$ cat src/sv/iqted_pkg.sv
// Shared types, register indexes and reset values for the IQ tone energy detector.
`default_nettype none

package iqted_pkg;

  // Default accumulator width of the in-phase and quadrature sums.
  localparam int ACC_WIDTH_DEF = 32;

  localparam int CFG_INDEX_W = 2;
  localparam int CFG_DATA_W  = 31;

  // Configuration register indexes.
  localparam logic [CFG_INDEX_W-1:0] CFG_WINDOW_GROUPS    = 2'd0;
  localparam logic [CFG_INDEX_W-1:0] CFG_MAGNITUDE_SHIFT  = 2'd1;
  localparam logic [CFG_INDEX_W-1:0] CFG_ENERGY_THRESHOLD = 2'd2;
  localparam logic [CFG_INDEX_W-1:0] CFG_EVENT_KIND       = 2'd3;

  // Register reset values.
  localparam logic [15:0] WINDOW_GROUPS_RST    = 16'd16;
  localparam logic [4:0]  MAGNITUDE_SHIFT_RST  = 5'd4;
  localparam logic [30:0] ENERGY_THRESHOLD_RST = 31'd1000000;
  localparam logic [3:0]  EVENT_KIND_RST       = 4'd1;

  typedef struct packed {
    logic signed [15:0] sample_0;
    logic signed [15:0] sample_1;
    logic signed [15:0] sample_2;
    logic signed [15:0] sample_3;
    logic               last_group;
  } in_beat_t;

  typedef struct packed {
    logic [31:0] event_index;
    logic [3:0]  event_code;
  } out_beat_t;

endpackage

`default_nettype wire

$ cat src/sv/iq_tone_energy_detector.sv
// Top level of the quarter-rate IQ tone energy detector.
//
// Each input beat on in_data carries one group of four signed samples. The
// group is mixed with a tone at a quarter of the sample rate: the in-phase sum
// gains sample_0 - sample_2 and the quadrature sum gains sample_1 - sample_3.
// When the configured number of groups has been summed, both sums are shifted
// right, their squared magnitude is compared with the threshold, and if it is
// greater, out_data reports the closing group's start index and the event kind.
// A group flagged last_group closes the run: the sums, the group count and
// the sample index return to zero after it has been processed.
// One group is accepted every cycle while in_ready is high. The sums update at
// acceptance; a window check runs through four register stages in order
// (capture, shift and magnitude, squares, compare) before any event is shown.
// Every stage holds its beat only while the one after it is full, so a
// stalled receiver costs no input cycles until the stages have filled.
// Configuration must be written through cfg_we, cfg_index and cfg_wdata only
// while no window check is in flight; the block does not enforce it.
// Synchronous reset clears sums, counters and valid flags and resets config.
`default_nettype none

module iq_tone_energy_detector
  import iqted_pkg::*;
#(
  parameter int ACC_WIDTH = ACC_WIDTH_DEF
) (
  input  wire logic                   clk,
  input  wire logic                   rst_n,
  input  wire logic                   in_valid,
  output logic                        in_ready,
  input  wire in_beat_t               in_data,
  output logic                        out_valid,
  input  wire logic                   out_ready,
  output out_beat_t                   out_data,
  input  wire logic                   cfg_we,
  input  wire logic [CFG_INDEX_W-1:0] cfg_index,
  input  wire logic [CFG_DATA_W-1:0]  cfg_wdata
);

  localparam int SHW = $clog2(ACC_WIDTH);

  // Configuration registers.
  logic [15:0] window_groups_r;
  logic [4:0]  magnitude_shift_r;
  logic [30:0] energy_threshold_r;
  logic [3:0]  event_kind_r;

  // Run state.
  logic signed [ACC_WIDTH-1:0] i_sum_r, i_sum_nxt;
  logic signed [ACC_WIDTH-1:0] q_sum_r, q_sum_nxt;
  logic [15:0] group_count_r, group_count_nxt;
  logic [31:0] position_r, position_nxt;

  // Window check stages.
  logic                 s1_v_r;
  logic [ACC_WIDTH-1:0] s1_i_r, s1_q_r;
  logic [31:0]          s1_idx_r;
  logic                 s2_v_r, s2_big_r;
  logic [15:0]          s2_mi_r, s2_mq_r;
  logic [31:0]          s2_idx_r;
  logic                 s3_v_r, s3_big_r;
  logic [31:0]          s3_ii_r, s3_qq_r;
  logic [31:0]          s3_idx_r;
  logic                 out_valid_r;
  out_beat_t            out_data_r;

  logic               in_fire;
  logic               close_win;
  logic signed [16:0] i_diff, q_diff;
  logic [ACC_WIDTH-1:0] i_upd, q_upd;
  logic [15:0]        count_upd;
  logic               rdy_o, rdy3, rdy2, rdy1;
  logic [SHW-1:0]     sh_amt;
  logic [ACC_WIDTH:0] mag_i, mag_q;
  logic               hit;
  logic [32:0]        energy;

  // Absolute value of an arithmetically shifted sum, one bit wider than the sum.
  function automatic logic [ACC_WIDTH:0] shifted_mag(input logic [ACC_WIDTH-1:0] acc,
                                                     input logic [SHW-1:0] sh);
    logic signed [ACC_WIDTH-1:0] sv;
    logic [ACC_WIDTH:0]          ext;
    sv  = $signed(acc) >>> sh;
    ext = {sv[ACC_WIDTH-1], sv};
    if (sv[ACC_WIDTH-1]) begin
      return (ACC_WIDTH+1)'(0) - ext;
    end
    return ext;
  endfunction

  assign rdy_o    = !out_valid_r || out_ready;
  assign rdy3     = !s3_v_r || rdy_o;
  assign rdy2     = !s2_v_r || rdy3;
  assign rdy1     = !s1_v_r || rdy2;
  assign in_ready = rdy1;
  assign in_fire  = in_valid && rdy1;

  assign out_valid = out_valid_r;
  assign out_data  = out_data_r;

  // Accumulation of one group.
  always_comb begin
    i_diff    = 17'(in_data.sample_0) - 17'(in_data.sample_2);
    q_diff    = 17'(in_data.sample_1) - 17'(in_data.sample_3);
    i_upd     = i_sum_r + ACC_WIDTH'(i_diff);
    q_upd     = q_sum_r + ACC_WIDTH'(q_diff);
    count_upd = group_count_r + 16'd1;
    close_win = (count_upd == window_groups_r);

    i_sum_nxt       = i_sum_r;
    q_sum_nxt       = q_sum_r;
    group_count_nxt = group_count_r;
    position_nxt    = position_r;
    if (in_fire) begin
      position_nxt = position_r + 32'd4;
      if (close_win) begin
        i_sum_nxt       = '0;
        q_sum_nxt       = '0;
        group_count_nxt = '0;
      end else begin
        i_sum_nxt       = i_upd;
        q_sum_nxt       = q_upd;
        group_count_nxt = count_upd;
      end
      if (in_data.last_group) begin
        i_sum_nxt       = '0;
        q_sum_nxt       = '0;
        group_count_nxt = '0;
        position_nxt    = '0;
      end
    end
  end

  // Shifts of the sum width or more leave only sign bits.
  always_comb begin
    if (int'(magnitude_shift_r) > ACC_WIDTH - 1) begin
      sh_amt = SHW'(ACC_WIDTH - 1);
    end else begin
      sh_amt = SHW'(magnitude_shift_r);
    end
    mag_i = shifted_mag(s1_i_r, sh_amt);
    mag_q = shifted_mag(s1_q_r, sh_amt);
  end

  assign energy = {1'b0, s3_ii_r} + {1'b0, s3_qq_r};
  // A magnitude of 2^16 or more squares above any threshold.
  assign hit    = s3_big_r || (energy > {2'b00, energy_threshold_r});

  always_ff @(posedge clk) begin
    if (!rst_n) begin
      window_groups_r    <= WINDOW_GROUPS_RST;
      magnitude_shift_r  <= MAGNITUDE_SHIFT_RST;
      energy_threshold_r <= ENERGY_THRESHOLD_RST;
      event_kind_r       <= EVENT_KIND_RST;
    end else if (cfg_we) begin
      unique case (cfg_index)
        CFG_WINDOW_GROUPS:    window_groups_r    <= cfg_wdata[15:0];
        CFG_MAGNITUDE_SHIFT:  magnitude_shift_r  <= cfg_wdata[4:0];
        CFG_ENERGY_THRESHOLD: energy_threshold_r <= cfg_wdata[30:0];
        CFG_EVENT_KIND:       event_kind_r       <= cfg_wdata[3:0];
        default: ;
      endcase
    end
  end

  always_ff @(posedge clk) begin
    if (!rst_n) begin
      i_sum_r       <= '0;
      q_sum_r       <= '0;
      group_count_r <= '0;
      position_r    <= '0;
      s1_v_r        <= 1'b0;
      s2_v_r        <= 1'b0;
      s3_v_r        <= 1'b0;
      out_valid_r   <= 1'b0;
    end else begin
      i_sum_r       <= i_sum_nxt;
      q_sum_r       <= q_sum_nxt;
      group_count_r <= group_count_nxt;
      position_r    <= position_nxt;
      if (rdy1) begin
        s1_v_r <= in_fire && close_win;
      end
      if (rdy2) begin
        s2_v_r <= s1_v_r;
      end
      if (rdy3) begin
        s3_v_r <= s2_v_r;
      end
      if (rdy_o) begin
        out_valid_r <= s3_v_r && hit;
      end
    end
  end

  // Stage payloads carry no reset.
  always_ff @(posedge clk) begin
    if (rdy1) begin
      s1_i_r   <= i_upd;
      s1_q_r   <= q_upd;
      s1_idx_r <= position_r;
    end
    if (rdy2) begin
      s2_big_r <= (|mag_i[ACC_WIDTH:16]) || (|mag_q[ACC_WIDTH:16]);
      s2_mi_r  <= mag_i[15:0];
      s2_mq_r  <= mag_q[15:0];
      s2_idx_r <= s1_idx_r;
    end
    if (rdy3) begin
      s3_big_r <= s2_big_r;
      s3_ii_r  <= 32'(s2_mi_r) * 32'(s2_mi_r);
      s3_qq_r  <= 32'(s2_mq_r) * 32'(s2_mq_r);
      s3_idx_r <= s2_idx_r;
    end
    if (rdy_o) begin
      out_data_r.event_index <= s3_idx_r;
      out_data_r.event_code  <= event_kind_r;
    end
  end

endmodule

`default_nettype wire

$ cat config.mk
export PLATFORM = sky130hd
export DESIGN_NAME = iq_tone_energy_detector
export DESIGN_NICKNAME = d
export VERILOG_FILES = /design/src/sv/iqted_pkg.sv /design/src/sv/iq_tone_energy_detector.sv
export SDC_FILE = /design/constraint.sdc
export NUM_CORES = 2
export LEC_CHECK = 0
export BUFFER_PORTS_ARGS = -buffer_cell sky130_fd_sc_hd__buf_4
export CELL_PAD_IN_SITES_DETAIL_PLACEMENT = 0
export CELL_PAD_IN_SITES_GLOBAL_PLACEMENT = 1
export CORE_MARGIN = 3
export CORE_UTILIZATION = 55
export CTS_CLUSTER_DIAMETER = 100
export DETAILED_ROUTE_END_ITERATION = 6
export GPL_TIMING_DRIVEN = 0
export PLACE_DENSITY = 0.95
export SLEW_MARGIN = 20
export SYNTH_ARGS = -nofsm -noshare
export SYNTH_HDL_FRONTEND = slang
export SYNTH_SLANG_ARGS = --single-unit
$ cat constraint.sdc
create_clock -name clk -period 13.2 [get_ports clk]
set_clock_uncertainty 0.1 [all_clocks]
set_input_delay 0 -clock clk [delete_from_list [all_inputs] [get_ports clk]]
set_output_delay 0 -clock clk [all_outputs]
set_load 0.02 [all_outputs]
* Word level (Yosys, flattened, before mapping)
Index checks and enable logic that the tools add are counted.
** Storage, ports and cells
- Output and inout bits :: 38
- Register bits :: 466
** Operators by class
- $add $sub $neg :: 9
- Magnitude comparators :: 1
- Shifts and indexed selects :: 2
- Muxes and demuxes :: 13
- $mul :: 2
- Eq/ne operators :: 4
- Reduce and logical (&&, ||, !) cells :: 20
** Operator list (number)
- 32-bit 2-to-1 mux :: 5
- 33-bit 2-to-1 mux :: 4
- 1-bit by 32-bit subtractor with 33-bit output (first input constant) :: 2
- 32-bit by 17-bit adder with 32-bit output :: 2
- 16-bit by 16-bit multiplier with 32-bit output :: 2
- 32-bit by 5-bit >>> shifter with 32-bit output :: 2
- 17-bit OR reduction :: 2
- 16-bit by 16-bit subtractor with 17-bit output :: 2
- 32-bit by 32-bit adder with 33-bit output :: 1
- 33-bit by 31-bit > comparator with 1-bit output :: 1
- 32-bit by 3-bit adder with 32-bit output (second input constant) :: 1
- 16-bit 2-to-1 mux :: 2
- 16-bit by 1-bit adder with 16-bit output (second input constant) :: 1
- 16-bit equality test :: 1
- 2-bit AND reduction :: 4
- 1-bit logical OR :: 6
- 2-bit equality test (second input constant) :: 2
- 1-bit logical NOT :: 4
- 1-bit logical AND :: 3
- 2-bit by 1-bit equality test with 1-bit output (second input constant) :: 1
- 2-bit logical NOT :: 1
- 1-bit 2-to-1 mux :: 2

* Longest topological paths before layout
- Word-level depth :: 7
- Depth in mapped cells :: 28
- Mapped depth without buffers :: 27

* Least setup slack after synthesis
Ideal clock, no wire load.
- Kind :: register to register
- Start :: register s2_mi_r[14]
- End :: register s3_ii_r[31] (data pin)
- Period minus slack after synthesis :: 6.786 ns
- Buffers on the path :: 2
- Stages on the path, launching flop included :: 26
- Arrival :: 6.426 ns
- Path slack :: 6.414 ns
- Required time :: 12.840 ns
- Cells stage by stage :: edfxtp_1 > clkbuf_1 > clkbuf_1 > nand2_1 > fa_1 > fa_1 > inv_1 > fa_1 > fa_1 > fa_1 > inv_1 > fa_1 > inv_1 > ha_1 > a21o_1 > a21o_1 > a21oi_1 > nand3_1 > o211ai_1 > a21oi_1 > o211ai_1 > o21ai_0 > or4_1 > a31o_2 > a21oi_1 > xnor2_1
** On the way
- Cells in the longest elaborated chain, start to end :: 1
** Ends and longest elaborated chain
- start, declared :: line iq_tone_energy_detector.sv:58 : logic [15:0] s2_mi_r, s2_mq_r;
- start signal, assigned :: line iq_tone_energy_detector.sv:204 : s2_mi_r <= mag_i[15:0];
- 16-bit by 16-bit multiplier with 32-bit output :: line iq_tone_energy_detector.sv:210 : s3_ii_r <= 32'(s2_mi_r) * 32'(s2_mi_r);
- end signal, assigned :: line iq_tone_energy_detector.sv:210
- end, declared :: line iq_tone_energy_detector.sv:61 : logic [31:0] s3_ii_r, s3_qq_r;
Every way passes these cells.
A chain may end at the register's enable or synchronous reset.

* Worst setup path after layout
- Start :: register s2_mi_r[4]
- End :: register s3_ii_r[31] (data pin)
The elaborated chain is that of the path after synthesis.

==> metrics.md <==
| Metric | Value |
|---|---|
| Gpl congestion | 0.998 |
| Post-synth cell types | approximately 110 |
| Post-cts gate resize count | 0 |
| Final wirelength | 124,000 um |
| Max-cap violation count | 0 |
| Layout cells sized above 1 | 9.32% |
| Setup crit end kind | flop |
| Peak Freq | ~0.12 GHz |
| Placed cells | 5,654 |
| YS warnings | 0 |
| Max_slew headroom | 21.4% |
| Largest family of logic cells by synthesized area | adder cells |
| DP Wirelength | approximately 98,000 um |
| Post-synthesis mux area share | slightly above 6% |
| H-tree Lvls | 2 |
| Final setup violating endpoints | 0 |
| Rows | roughly 100 |
| Root buf cell | clkbuf_16 |
| PortBufs | between 100 and 150 |
| Vias in the first global route | between 30,000 and 40,000 |
| Least-Margin Pin Slew | 1.18 ns |
| Slew Limit Fails | 0 |
| Setup bufs post-CTS | 0 |
| Post-Synth Adder-Cell Area | between 20% and 30% |
| Largest net degree at the start of global routing | 57 |
| Simple-gate share of the synthesized area | a little over an eighth |
| Ys async rst share | 0% |
| Run status | finished clean |
| Clock-pin slew on the worst setup and hold paths | 0.07 ns |
| Initial drt markers | between 2,000 and 3,000 |
| GRT Total Usage | between 30% and 40% |
| Synthesis-stage register bit count | around 450 |
| Final min period | 8.01 ns |
| Post-Synth XOR/XNOR Area | roughly 4.6% |
| CTS tree | done |
| Via count | between 30,000 and 40,000 |
| Cell Count, Final, Fillers Out | a little under 6,000 |
| DRC viols | 0 |
| Fill cells | about 6,500 |
| Die area | 82,000 sq um |
| Syn avg cell area | a little under 10 sq um |
| Sequential area share after synthesis | around 28% |
| Syn Inst Count | around 4,500 |
| CP startpoint kind | flop |
| FF-to-FF Start | s2_mi_r[4]$_DFFE_PP_ |
| Most used flip-flop cell after synthesis | edfxtp_1 |
| Crit. Startpoint | s2_mi_r[4]$_DFFE_PP_ |
| # clock sinks | 454 |
| DR pass1 iterations | 6 |
| Synth Area in Compound Gates | 12.2% |
| Die Ht | approximately 290 um |
| Antenna violations before repair | 2 |
| Initial core utilization | between 50% and 60% |
| First-pass GRT wire length | 193,000 um |
| Final Hold Vio Count | 0 |
| Setup TNS | 0 ns |
| Min-delay src | in_data[48] |
| Antenna-violating nets left | 0 |
| GRT Residual Overflow | 0 |
| Crit path DAT | between 8 and 9 ns |
| Vias/cell | 5.78 |
| Total core area | 77,700 sq um |
| Clock Latency Late Sink | 0.63 ns |
| RSZ-0062 raised after global routing | no |
| Crit path kind | flop to flop |
| Part of the cycle the worst path needs | between 60% and 70% |
| Ant diodes | 0 |
| TritonCTS Buffers | 48 |
| Fin nets | 5,532 |
| Min-delay worst type | input port to flop |
| Min Hold Slack | 0.0443 ns |
| CP max FO | 10 |
| DR WL/cell | approximately 21 um |
| WP data required | 13.45 ns |
| Clk buf depth | 3 |
| I/O pin total | ~140 |
| Chip width | ~290 um |
| Area Growth Syn to Fin | 10.6% |
| Area of the mapped netlist | around 43,000 sq um |
| Number of synthesized flops with an enable pin | ~280 |
==> layer usage <==
layer,vias up,global-route usage [%],share of wire (%)
li1,15500,-,-
met1,16400,39.5,41
met3,302,4.47,6.6
met5,-,0,0
met4,0,11.4,4.2
met2,1257,51.6,48
==> worst max-delay path, cell delays in order, from the launching register on <==
cell and delay (ns):
edfxtp_1 0.45, clkbuf_1 0.47, clkbuf_1 0.57, nand2_1 0.15
fa_1 0.56, inv_1 0.07, fa_1 0.56, fa_1 0.43
fa_1 0.47, fa_1 0.49, inv_1 0.05, fa_1 0.47
inv_1 0.05, ha_1 0.34, a21o_1 0.20, a21o_1 0.17
a21oi_1 0.18, nand3_1 0.11, o211ai_1 0.30, a21oi_1 0.17
o211ai_1 0.27, o21ai_0 0.16, or4_1 0.45, a31o_2 0.25
a21oi_1 0.18, xnor2_1 0.10
==> worst paths after layout <==
check	endpoint	slack, ns	cells past startpoint
hold / removal	s1_q_r[31]$_DFFE_PN_	0.04	5
hold reg to reg	s2_idx_r[4]$_DFFE_PP_	0.31	0
setup / recovery	s3_ii_r[31]$_DFFE_PP_	5.19	25
setup reg to reg	s3_ii_r[31]$_DFFE_PP_	5.19	25
==> cells in the mapped netlist, types with 92 or more instances <==
master    count  area (sq um)
edfxtp_1    284          8530
nand2_1     412          1550
and2_1      124           776
ha_1        331          4140
dfxtp_1     170          3400
a21oi_1     156           781
fa_1        386          7730
nor2b_1      92           576
xnor2_1     145          1270
o21ai_0     121           606
nor2_1      209           785
clkbuf_1    109           409
inv_1       784          2940
==> state kept, by name, summed over array words and instances, names as in the netlist, 30 cells and up <==
register,cells
position_r,30
out_data,34
s3_qq_r,31
s3_ii_r,31
energy_threshold_r,31
s2_idx_r,30
s1_i_r,32
s1_q_r,32
i_sum_r,32
q_sum_r,32
s3_idx_r,30
s1_idx_r,30
==> logic make-up after synthesis <==
kind of cell	Yosys count
buf+inv	961
simple gates	1156
other cells	1
flops	454
mux	189
compound gates	758
fa+ha+maj	717
xor+xnor	228
==> stage by stage <==
step                      cell area (sq um)  util (%)  setup slack, ns
after floorplan                       43200         -             6.41
after global placement                45600      58.6             3.52
after detailed placement              45800      58.9             5.27
after CTS                             47800      61.5             5.26
after global routing                  47800      61.5             4.78
final                                 47800      61.5             5.19
==> layout make-up <==
class	instances	area (sq um)	share of cell area, %
Buffer	172	858	1.79
Clock inverter	34	328	0.686
Inverter	789	2960	6.19
Multi-Input combinational cell	3050	27500	57.5
Tap cell	1040	1300	2.72
Sequential cell	454	11900	25.0
Timing Repair Buffer	197	1690	3.52
Clock buffer	55	1240	2.59
==> repair_timing <==
item	4_1_cts	5_1_grt
endpoints found under the setup margin	0	0
hold endpoints to repair	76	0
hold buffers	48	0
==> cells in the final DEF, fill, tap and decap left out, types with 50 or more instances in the layout <==
cell type,count
a22oi_1,56
nor2b_1,92
o21ai_0,121
a21boi_0,50
mux2i_1,83
nor3_1,57
xnor2_1,145
inv_1,783
fa_1,386
nand3_1,57
edfxtp_1,284
clkbuf_1,115
a21oi_1,156
dfxtp_1,170
mux4_2,55
and2_1,124
buf_4,150
ha_1,331
a21o_1,55
nand2_1,411
xor2_1,83
nor2_1,208
Power is not shown: default switching activity piles up to over one toggle a cycle in this logic, so the estimate is an artifact.
